<file path="src/rtl/rrts_pkg.sv">
// rrts_pkg: shared codes, field widths and control/status structs
// for the round-robin task ring scheduler; no dependencies
`default_nettype none

package rrts_pkg;

  // default ring size
  localparam int NUM_SLOTS_DEF = 16;

  // fixed field widths
  localparam int MODE_W     = 3;
  localparam int TGT_W      = 4;
  localparam int STATUS_W   = 2;
  localparam int SLOT_OUT_W = 4;
  localparam int PID_W      = 5;
  localparam int SSTATE_W   = 2;

  // request modes (mode 6 and the unused code 7 only report)
  localparam logic [MODE_W-1:0] MODE_CREATE   = 3'd0;
  localparam logic [MODE_W-1:0] MODE_SCHEDULE = 3'd1;
  localparam logic [MODE_W-1:0] MODE_BLOCK    = 3'd2;
  localparam logic [MODE_W-1:0] MODE_UNBLOCK  = 3'd3;
  localparam logic [MODE_W-1:0] MODE_KILL     = 3'd4;
  localparam logic [MODE_W-1:0] MODE_EXIT     = 3'd5;

  // result status
  localparam logic [STATUS_W-1:0] STATUS_OK      = 2'd0;
  localparam logic [STATUS_W-1:0] STATUS_FULL    = 2'd1;
  localparam logic [STATUS_W-1:0] STATUS_BAD_TGT = 2'd2;

  // per-slot task state
  localparam logic [SSTATE_W-1:0] SST_RUN     = 2'd1;
  localparam logic [SSTATE_W-1:0] SST_BLOCKED = 2'd2;
  localparam logic [SSTATE_W-1:0] SST_ZOMBIE  = 2'd3;

  // shared read address select
  localparam logic [1:0] RD_ZERO = 2'd0;
  localparam logic [1:0] RD_CUR  = 2'd1;
  localparam logic [1:0] RD_LINK = 2'd2;

  // slot state write select
  localparam logic [2:0] STW_NONE = 3'd0;
  localparam logic [2:0] STW_INIT = 3'd1;
  localparam logic [2:0] STW_CUR  = 3'd2;
  localparam logic [2:0] STW_TGT  = 3'd3;
  localparam logic [2:0] STW_NEW  = 3'd4;

  // successor write select
  localparam logic [1:0] SCW_NONE = 2'd0;
  localparam logic [1:0] SCW_INIT = 2'd1;
  localparam logic [1:0] SCW_NEW  = 2'd2;
  localparam logic [1:0] SCW_HEAD = 2'd3;

  // result slot select
  localparam logic [1:0] RES_CUR  = 2'd0;
  localparam logic [1:0] RES_WALK = 2'd1;
  localparam logic [1:0] RES_NEW  = 2'd2;

  typedef struct packed {
    logic                accept;
    logic [1:0]          rd_sel;
    logic [2:0]          st_wsel;
    logic [SSTATE_W-1:0] st_wval;
    logic [1:0]          sc_wsel;
    logic                used_inc;
    logic                walk_load;
    logic                cur_load;
    logic                out_load;
    logic [STATUS_W-1:0] out_status;
    logic [1:0]          res_sel;
    logic                out_switched;
  } rrts_cmd_t;

  typedef struct packed {
    logic [MODE_W-1:0] mode;
    logic              full;
    logic              tgt_bad;
    logic              link_is_cur;
    logic              node_run;
  } rrts_stat_t;

endpackage

`default_nettype wire

</file>
<file path="src/rtl/rrts_ram.sv">
// rrts_ram: generic single-write, single-read memory with registered read
// no dependencies
`default_nettype none

module rrts_ram #(
  parameter int WIDTH = 4,
  parameter int DEPTH = 16
) (
  input  wire logic                     clk,
  input  wire logic                     we,
  input  wire logic [$clog2(DEPTH)-1:0] waddr,
  input  wire logic [WIDTH-1:0]         wdata,
  input  wire logic [$clog2(DEPTH)-1:0] raddr,
  output      logic [WIDTH-1:0]         rdata
);

  logic [WIDTH-1:0] mem [DEPTH];

  always_ff @(posedge clk) begin
    if (we) begin
      mem[waddr] <= wdata;
    end
    rdata <= mem[raddr];
  end

endmodule

`default_nettype wire

</file>
<file path="src/rtl/rrts_ctrl.sv">
// rrts_ctrl: sequencing state machine of the task ring scheduler
// depends on rrts_pkg for command/status structs and codes
`default_nettype none

module rrts_ctrl (
  input  wire logic               clk,
  input  wire logic               rst_n,
  input  wire logic               in_valid,
  output      logic               in_stall,
  output      logic               out_valid,
  input  wire logic               out_stall,
  input  wire rrts_pkg::rrts_stat_t stat,
  output      rrts_pkg::rrts_cmd_t  cmd
);

  localparam logic [2:0] S_INIT    = 3'd0;
  localparam logic [2:0] S_IDLE    = 3'd1;
  localparam logic [2:0] S_DECODE  = 3'd2;
  localparam logic [2:0] S_HEAD    = 3'd3;
  localparam logic [2:0] S_WALK    = 3'd4;
  localparam logic [2:0] S_CR_LINK = 3'd5;
  localparam logic [2:0] S_CR_HEAD = 3'd6;

  logic [2:0] state_r, state_nxt;
  logic       out_valid_r, out_valid_nxt;

  assign in_stall  = (state_r != S_IDLE) || (out_valid_r && out_stall);
  assign out_valid = out_valid_r;

  always_comb begin
    state_nxt = state_r;
    cmd       = '0;
    cmd.rd_sel     = rrts_pkg::RD_ZERO;
    cmd.st_wsel    = rrts_pkg::STW_NONE;
    cmd.sc_wsel    = rrts_pkg::SCW_NONE;
    cmd.out_status = rrts_pkg::STATUS_OK;
    cmd.res_sel    = rrts_pkg::RES_CUR;
    case (state_r)
      S_INIT: begin
        // slot 0 runs and links to itself
        cmd.st_wsel = rrts_pkg::STW_INIT;
        cmd.sc_wsel = rrts_pkg::SCW_INIT;
        state_nxt   = S_IDLE;
      end
      S_IDLE: begin
        if (in_valid && !in_stall) begin
          cmd.accept = 1'b1;
          state_nxt  = S_DECODE;
        end
      end
      S_DECODE: begin
        case (stat.mode)
          rrts_pkg::MODE_CREATE: begin
            if (stat.full) begin
              cmd.out_load   = 1'b1;
              cmd.out_status = rrts_pkg::STATUS_FULL;
              state_nxt      = S_IDLE;
            end else begin
              cmd.rd_sel = rrts_pkg::RD_ZERO;
              state_nxt  = S_CR_LINK;
            end
          end
          rrts_pkg::MODE_SCHEDULE: begin
            cmd.rd_sel = rrts_pkg::RD_CUR;
            state_nxt  = S_HEAD;
          end
          rrts_pkg::MODE_BLOCK, rrts_pkg::MODE_EXIT: begin
            cmd.st_wsel = rrts_pkg::STW_CUR;
            cmd.st_wval = (stat.mode == rrts_pkg::MODE_BLOCK) ?
                          rrts_pkg::SST_BLOCKED : rrts_pkg::SST_ZOMBIE;
            cmd.rd_sel  = rrts_pkg::RD_CUR;
            state_nxt   = S_HEAD;
          end
          rrts_pkg::MODE_UNBLOCK, rrts_pkg::MODE_KILL: begin
            cmd.out_load = 1'b1;
            if (stat.tgt_bad) begin
              cmd.out_status = rrts_pkg::STATUS_BAD_TGT;
            end else begin
              cmd.st_wsel = rrts_pkg::STW_TGT;
              cmd.st_wval = (stat.mode == rrts_pkg::MODE_UNBLOCK) ?
                            rrts_pkg::SST_RUN : rrts_pkg::SST_ZOMBIE;
            end
            state_nxt = S_IDLE;
          end
          default: begin
            // query and the unused code just report
            cmd.out_load = 1'b1;
            state_nxt    = S_IDLE;
          end
        endcase
      end
      S_HEAD: begin
        if (stat.link_is_cur) begin
          cmd.out_load = 1'b1;
          state_nxt    = S_IDLE;
        end else begin
          cmd.rd_sel    = rrts_pkg::RD_LINK;
          cmd.walk_load = 1'b1;
          state_nxt     = S_WALK;
        end
      end
      S_WALK: begin
        if (stat.node_run) begin
          cmd.cur_load     = 1'b1;
          cmd.out_load     = 1'b1;
          cmd.res_sel      = rrts_pkg::RES_WALK;
          cmd.out_switched = 1'b1;
          state_nxt        = S_IDLE;
        end else if (stat.link_is_cur) begin
          cmd.out_load = 1'b1;
          state_nxt    = S_IDLE;
        end else begin
          cmd.rd_sel    = rrts_pkg::RD_LINK;
          cmd.walk_load = 1'b1;
        end
      end
      S_CR_LINK: begin
        // new slot inherits the old successor of slot 0
        cmd.sc_wsel = rrts_pkg::SCW_NEW;
        state_nxt   = S_CR_HEAD;
      end
      S_CR_HEAD: begin
        cmd.sc_wsel  = rrts_pkg::SCW_HEAD;
        cmd.st_wsel  = rrts_pkg::STW_NEW;
        cmd.used_inc = 1'b1;
        cmd.out_load = 1'b1;
        cmd.res_sel  = rrts_pkg::RES_NEW;
        state_nxt    = S_IDLE;
      end
      default: begin
        state_nxt = S_IDLE;
      end
    endcase
  end

  always_comb begin
    out_valid_nxt = out_valid_r;
    if (out_valid_r && !out_stall) begin
      out_valid_nxt = 1'b0;
    end
    if (cmd.out_load) begin
      out_valid_nxt = 1'b1;
    end
  end

  always_ff @(posedge clk) begin
    if (!rst_n) begin
      state_r     <= S_INIT;
      out_valid_r <= 1'b0;
    end else begin
      state_r     <= state_nxt;
      out_valid_r <= out_valid_nxt;
    end
  end

endmodule

`default_nettype wire

</file>
<file path="src/rtl/rrts_dp.sv">
// rrts_dp: ring datapath, slot state and successor memories, current slot,
// fill count and result register; depends on rrts_pkg and rrts_ram
`default_nettype none

module rrts_dp #(
  parameter int NUM_SLOTS = rrts_pkg::NUM_SLOTS_DEF
) (
  input  wire logic                            clk,
  input  wire logic                            rst_n,
  input  wire logic [rrts_pkg::MODE_W-1:0]     in_mode,
  input  wire logic [rrts_pkg::TGT_W-1:0]      in_target_slot,
  input  wire rrts_pkg::rrts_cmd_t             cmd,
  output      rrts_pkg::rrts_stat_t            stat,
  output      logic [rrts_pkg::STATUS_W-1:0]   out_status,
  output      logic [rrts_pkg::SLOT_OUT_W-1:0] out_result_slot,
  output      logic [rrts_pkg::PID_W-1:0]      out_task_pid,
  output      logic                            out_switched,
  output      logic [rrts_pkg::SLOT_OUT_W-1:0] out_prev_slot
);

  localparam int SLOT_W = $clog2(NUM_SLOTS);
  localparam int USED_W = $clog2(NUM_SLOTS + 1);
  localparam int CMP_W  = (USED_W > rrts_pkg::TGT_W) ? USED_W : rrts_pkg::TGT_W;

  logic [SLOT_W-1:0] cur_r, cur_nxt;
  logic [USED_W-1:0] used_r, used_nxt;
  logic [SLOT_W-1:0] walk_r;
  logic [rrts_pkg::MODE_W-1:0] mode_r;
  logic [rrts_pkg::TGT_W-1:0]  tgt_r;
  logic [SLOT_W-1:0] prev_r;

  logic [SLOT_W-1:0]             raddr;
  logic                          st_we;
  logic [SLOT_W-1:0]             st_waddr;
  logic [rrts_pkg::SSTATE_W-1:0] st_wdata;
  logic [rrts_pkg::SSTATE_W-1:0] st_rdata;
  logic                          sc_we;
  logic [SLOT_W-1:0]             sc_waddr;
  logic [SLOT_W-1:0]             sc_wdata;
  logic [SLOT_W-1:0]             sc_rdata;

  logic [SLOT_W-1:0] new_slot;
  logic [SLOT_W-1:0] res_slot;
  logic [SLOT_W:0]   res_pid;

  assign new_slot = SLOT_W'(used_r);

  always_comb begin
    case (cmd.rd_sel)
      rrts_pkg::RD_CUR:  raddr = cur_r;
      rrts_pkg::RD_LINK: raddr = sc_rdata;
      default:           raddr = '0;
    endcase
  end

  always_comb begin
    st_we    = 1'b1;
    st_waddr = '0;
    st_wdata = cmd.st_wval;
    case (cmd.st_wsel)
      rrts_pkg::STW_INIT: st_wdata = rrts_pkg::SST_RUN;
      rrts_pkg::STW_CUR:  st_waddr = cur_r;
      rrts_pkg::STW_TGT:  st_waddr = SLOT_W'(tgt_r);
      rrts_pkg::STW_NEW: begin
        st_waddr = new_slot;
        st_wdata = rrts_pkg::SST_RUN;
      end
      default: st_we = 1'b0;
    endcase
  end

  always_comb begin
    sc_we    = 1'b1;
    sc_waddr = '0;
    sc_wdata = '0;
    case (cmd.sc_wsel)
      rrts_pkg::SCW_INIT: sc_wdata = '0;
      rrts_pkg::SCW_NEW: begin
        sc_waddr = new_slot;
        sc_wdata = sc_rdata;
      end
      rrts_pkg::SCW_HEAD: sc_wdata = new_slot;
      default: sc_we = 1'b0;
    endcase
  end

  rrts_ram #(
    .WIDTH (rrts_pkg::SSTATE_W),
    .DEPTH (NUM_SLOTS)
  ) u_state_ram (
    .clk   (clk),
    .we    (st_we),
    .waddr (st_waddr),
    .wdata (st_wdata),
    .raddr (raddr),
    .rdata (st_rdata)
  );

  rrts_ram #(
    .WIDTH (SLOT_W),
    .DEPTH (NUM_SLOTS)
  ) u_succ_ram (
    .clk   (clk),
    .we    (sc_we),
    .waddr (sc_waddr),
    .wdata (sc_wdata),
    .raddr (raddr),
    .rdata (sc_rdata)
  );

  assign stat.mode        = mode_r;
  assign stat.full        = (used_r == USED_W'(NUM_SLOTS));
  assign stat.tgt_bad     = (CMP_W'(tgt_r) >= CMP_W'(used_r));
  assign stat.link_is_cur = (sc_rdata == cur_r);
  assign stat.node_run    = (st_rdata == rrts_pkg::SST_RUN);

  always_comb begin
    case (cmd.res_sel)
      rrts_pkg::RES_WALK: res_slot = walk_r;
      rrts_pkg::RES_NEW:  res_slot = new_slot;
      default:            res_slot = cur_r;
    endcase
  end

  assign res_pid  = (SLOT_W + 1)'(res_slot) + (SLOT_W + 1)'(1);
  assign cur_nxt  = cmd.cur_load ? walk_r : cur_r;
  assign used_nxt = cmd.used_inc ? used_r + USED_W'(1) : used_r;

  always_ff @(posedge clk) begin
    if (!rst_n) begin
      cur_r  <= '0;
      used_r <= USED_W'(1);
    end else begin
      cur_r  <= cur_nxt;
      used_r <= used_nxt;
    end
  end

  always_ff @(posedge clk) begin
    if (cmd.accept) begin
      mode_r <= in_mode;
      tgt_r  <= in_target_slot;
      prev_r <= cur_r;
    end
    if (cmd.walk_load) begin
      walk_r <= sc_rdata;
    end
    if (cmd.out_load) begin
      out_status      <= cmd.out_status;
      out_result_slot <= rrts_pkg::SLOT_OUT_W'(res_slot);
      out_task_pid    <= rrts_pkg::PID_W'(res_pid);
      out_switched    <= cmd.out_switched;
      out_prev_slot   <= rrts_pkg::SLOT_OUT_W'(prev_r);
    end
  end

endmodule

`default_nettype wire

</file>
<file path="src/rtl/round_robin_task_ring_scheduler.sv">
// round_robin_task_ring_scheduler: top level, joins the sequencing fsm and
// the ring datapath; depends on rrts_pkg, rrts_ctrl, rrts_dp, rrts_ram
//
//   channel  direction  handshake          payload
//   in_      input      in_valid/in_stall  mode, target_slot
//   out_     output     out_valid/out_stall status, result_slot, task_pid,
//                                          switched, prev_slot
//
// one request at a time: accept, decode, then per mode
//   create links the new slot in; unblock/kill/query and full create
//   report from decode; schedule/block/exit read the head, then walk
//   up to used slots - 1 ring nodes, one successor memory read per node
// after reset the init state seeds slot 0 (runnable, linked to itself)
// before the first transfer is taken
// the result register holds a stalled result; the next request is taken
// in the cycle that result transfers
`default_nettype none

module round_robin_task_ring_scheduler #(
  parameter int NUM_SLOTS = rrts_pkg::NUM_SLOTS_DEF
) (
  input  wire logic                            clk,
  input  wire logic                            rst_n,
  input  wire logic                            in_valid,
  output      logic                            in_stall,
  input  wire logic [rrts_pkg::MODE_W-1:0]     in_mode,
  input  wire logic [rrts_pkg::TGT_W-1:0]      in_target_slot,
  output      logic                            out_valid,
  input  wire logic                            out_stall,
  output      logic [rrts_pkg::STATUS_W-1:0]   out_status,
  output      logic [rrts_pkg::SLOT_OUT_W-1:0] out_result_slot,
  output      logic [rrts_pkg::PID_W-1:0]      out_task_pid,
  output      logic                            out_switched,
  output      logic [rrts_pkg::SLOT_OUT_W-1:0] out_prev_slot
);

  // command and status between fsm and datapath
  rrts_pkg::rrts_cmd_t  cmd;
  rrts_pkg::rrts_stat_t stat;

  // sequencing: accept, decode, ring walk, create linking
  rrts_ctrl u_ctrl (
    .clk       (clk),
    .rst_n     (rst_n),
    .in_valid  (in_valid),
    .in_stall  (in_stall),
    .out_valid (out_valid),
    .out_stall (out_stall),
    .stat      (stat),
    .cmd       (cmd)
  );

  // slot memories, current slot, fill count and result register
  rrts_dp #(
    .NUM_SLOTS (NUM_SLOTS)
  ) u_dp (
    .clk             (clk),
    .rst_n           (rst_n),
    .in_mode         (in_mode),
    .in_target_slot  (in_target_slot),
    .cmd             (cmd),
    .stat            (stat),
    .out_status      (out_status),
    .out_result_slot (out_result_slot),
    .out_task_pid    (out_task_pid),
    .out_switched    (out_switched),
    .out_prev_slot   (out_prev_slot)
  );

endmodule

`default_nettype wire
</file>
<file path="config.mk">
export PLATFORM = sky130hd
export DESIGN_NAME = round_robin_task_ring_scheduler
export DESIGN_NICKNAME = d
export VERILOG_FILES = /design/src/rtl/rrts_pkg.sv /design/src/rtl/rrts_ram.sv /design/src/rtl/rrts_ctrl.sv /design/src/rtl/rrts_dp.sv /design/src/rtl/round_robin_task_ring_scheduler.sv
export SDC_FILE = /design/constraint.sdc
export NUM_CORES = 1
export LEC_CHECK = 0
export ABC_AREA = 1
export BUFFER_PORTS_ARGS = -buffer_cell sky130_fd_sc_hd__clkbuf_2
export CORE_ASPECT_RATIO = 1.2
export CORE_UTILIZATION = 26
export CTS_BUF_LIST = sky130_fd_sc_hd__clkbuf_8
export CTS_CLUSTER_DIAMETER = 100
export CTS_CLUSTER_SIZE = 25
export DETAILED_ROUTE_END_ITERATION = 8
export REMOVE_ABC_BUFFERS = 1
export SLEW_MARGIN = 25
export SYNTH_ARGS = -nofsm -noshare
export SYNTH_HDL_FRONTEND = slang
export SYNTH_SLANG_ARGS = --single-unit
</file>
<file path="constraint.sdc">
create_clock -name clk -period 2.6 [get_ports clk]
set_clock_uncertainty 0.05 [all_clocks]
set_input_delay 0.39 -clock clk [delete_from_list [all_inputs] [get_ports clk]]
set_output_delay 0.39 -clock clk [all_outputs]
set_load 0.05 [all_outputs]
</file>
==> reports/metrics.cfg <==
[synthesis]
synth_top_area_frac=0.585
yosys_register_bits=146
netlist_top_cells_area=edfxtp_1 58%, nor2_1 6.0%, dfxtp_1 5.8%
synthDistinctLibCells=36
synth_edf_count=127
yosysTopAreaCell=edfxtp_1
yosysWarnings=0
async_reset_ff_frac=0
syn_avg_cell_area_um2=10.7
seq_area_frac_synth=0.643
synthFlopType=edfxtp_1
syn_area_um2=6520
syn_inst=608

[run_status]
outcome=finished clean

[global_route]
busiest_layer=met2
antenna_found_initial=0
grt.total_usage=0.116
use_met2=0.205
first_global_vias=4439
grt_max_degree=49
gr-usage-met1=0.133
grtUsageMet3=0.0226
grt_pass1_wl_um=22700
overflow=0

[worst_setup_path]
crit_path_start=u_ctrl.state_r[1]$_SDFFE_PN0P_
required_ps=2870
critPathMaxFanout=48
end_kind=register
start_kind=register
r2r_slack_ps=170
rr_worst_depth=14
critical_path_class=reg2reg
r2r_end=u_dp.u_succ_ram.rdata[2]$_DFF_P_
rr_startpoint=u_ctrl.state_r[1]$_SDFFE_PN0P_
cp.arrival_ps=2700
endpoint=u_dp.u_succ_ram.rdata[2]$_DFF_P_

[placement]
numPortBuffers=28
dpl_cell_area_um2=7260
dp_hpwl_um=10200
gp_congestion=0.852
dp_slack_ps=56.0

[cts]
cts_hold_buf=0
htree_levels=4
root_buffer=clkbuf_8
clockBufferDepth=2
clk_latency_ps=440
cts_tree=done
cts_num_sinks=146
cts_buffers=17
cts.clk_slew.worst_paths_ps=80

[floorplanning]
die-area_um2=25700
start_util=0.264
core.rowCount=63
die_width_um=147
die_y_um=176
io_pins=29
core_um2=24700

[pwr]
pwr-share-comb=0.100
power_switching_w=0.00127
sw_frac_of_total=0.256
ir_drop_mv=0.280
seq_power_share=0.543
clkPwrFrac=0.357
power.density_nw_per_um2=645
power.leakage_nw=2.94
p_int_w=0.00370

[sta]
timing.fmax_ghz=0.412
finalCritPeriodShare=0.934
finalSetupViolCount=0
worst-slew-pin-transition_ps=632
maxSlewViolCount=0
layout_setup_ws_ps=171
slew_headroom=0.575
min_period_ps=2430
final-hold-violation-count=0

[route]
wl_per_cell_um=14.4
ant_nets=0
routed_wirelength_um=14600
initialDrtViolationCount=258
drc=0
drt_first_pass_iters=6
via_per_inst=4.38
vias=4430

[layout]
antenna_cells=0
final_area_um2=7720
area_growth_pct=18.3
nets=696
drive_gt1_frac=0.213

[worst_hold_path]
min_path_cells=1
min_path_type=in2reg

[flow_run]
cap_violations=0

-- cell families after synthesis --
family / share of synthesized area
compound gates: 0.0836
xor+xnor: 0.00806
fa+ha+maj: 0.0211
buf+inv: 0.0522
flops: 0.643
simple gates: 0.192
-- area by class of cell --
type                       count  area, um2
timing repair buffer          65        468
clock buffer                  18        248
tap                          325        407
fill                        2505      17000
sequential                   146       4190
multi-input combinational    381       2010
clock inverter                14        154
inverter                      63        239
-- cells in the mapped netlist, types with 6 or more instances --
library cell,n
a21oi_1,12
buf_2,9
clkbuf_1,6
dfxtp_1,19
edfxtp_1,127
ha_1,11
inv_1,58
nand2_1,70
nand2_2,7
nand3_1,52
nor2_1,105
o211ai_1,25
o21ai_0,38
o21ai_1,8
or2_2,19
xor2_1,6
-- layout by cell type (no fill, tap or decap), types with 4 or more instances in the layout --
master | Yosys | layout
clkbuf_2 | 0 | 28
nor3_1 | 5 | 5
nand2_1 | 70 | 69
inv_1 | 58 | 56
nand3_1 | 52 | 52
a21oi_1 | 12 | 12
inv_6 | 0 | 4
dfxtp_1 | 19 | 19
clkinv_4 | 0 | 5
nor2_1 | 105 | 103
or2_2 | 19 | 19
inv_2 | 3 | 5
buf_4 | 0 | 32
nand2_2 | 7 | 8
edfxtp_1 | 127 | 127
o211ai_1 | 25 | 25
clkbuf_8 | 0 | 18
o21ai_1 | 8 | 9
ha_1 | 11 | 11
or2_0 | 4 | 4
xor2_1 | 6 | 6
o21ai_0 | 38 | 36
-- registers in the layout, indices dropped and copies added (netlist names) --
register and cells:
u_ctrl.out_valid 1, u_ctrl.state_r 3, u_dp.cur_r 4, u_dp.mode_r 3
u_dp.out_prev_slot 4, u_dp.out_result_slot 4, u_dp.out_status 2, u_dp.out_switched 1
u_dp.out_task_pid 5, u_dp.prev_r 4, u_dp.tgt_r 4, u_dp.u_state_ram.mem 32
u_dp.u_state_ram.rdata 2, u_dp.u_succ_ram.mem 64, u_dp.u_succ_ram.rdata 4, u_dp.used_r 5
u_dp.walk_r 4
-- critical path, cell delays in order (launching register included) --
cell      delay, ps
dfxtp_1         400
nand2_2         100
nor2_4          120
inv_4            70
nor3_1          130
buf_4           150
ha_1            240
inv_2           110
nand2_4          70
buf_12          170
or2_2           280
o211ai_1         80
nand3_1         100
nand3_1         140
nand2_1          90
-- worst min-delay path by stage --
| stage | from | to | slack, ps |
|---|---|---|---|
| floorplan | u_dp.prev_r[0]$_DFFE_PP_ | u_dp.out_prev_slot[0]$_DFFE_PP_ | 350 |
| global placement | u_dp.prev_r[0]$_DFFE_PP_ | u_dp.out_prev_slot[0]$_DFFE_PP_ | 360 |
| detailed placement | u_dp.prev_r[0]$_DFFE_PP_ | u_dp.out_prev_slot[0]$_DFFE_PP_ | 360 |
| CTS | in_target_slot[1] | u_dp.tgt_r[1]$_DFFE_PP_ | 40 |
| global route | in_target_slot[1] | u_dp.tgt_r[1]$_DFFE_PP_ | 50 |
| finish | in_target_slot[1] | u_dp.tgt_r[1]$_DFFE_PP_ | 70 |
-- stage by stage --
| step | hold slack (ps) | TNS (ps) | util | total power (W) | std cells |
|---|---|---|---|---|---|
| 2_1_floorplan | 350 | -874 | - | 0.00306 | 590 |
| 3_3_place_gp | 360 | 0 | 0.294 | 0.00324 | 977 |
| 3_5_place_dp | 362 | 0 | 0.294 | 0.00324 | 977 |
| 4_1_cts | 43.9 | 0 | 0.310 | 0.00501 | 1009 |
| 5_1_grt | 46.1 | -0.493 | 0.313 | 0.00516 | 1012 |
| 6_report | 71.1 | 0 | 0.313 | 0.00498 | 1012 |
-- timing repair --
item / CTS / global route
buffers inserted: 0 / 2
gates resized for setup: 0 / 10
endpoints found under the setup margin: 0 / 7
-- metal layers --
layer / up-vias / share of wire
met2: 94 / 0.52
met4: 0 / 0.027
met3: 26 / 0.030
met1: 2086 / 0.42
li1: 2224 / -
met5: - / 0
-- power groups by stage --
| stage | logic [W] | registers (W) | clock network, W |
|---|---|---|---|
| floorplan | 0.000262 | 0.00280 | 0 |
| global placement | 0.000489 | 0.00275 | 0 |
| detailed placement | 0.000490 | 0.00275 | 0 |
| CTS | 0.000492 | 0.00270 | 0.00181 |
| global route | 0.000554 | 0.00271 | 0.00190 |
| finish | 0.000497 | 0.00270 | 0.00178 |
Power figures use the tool's default switching activity.
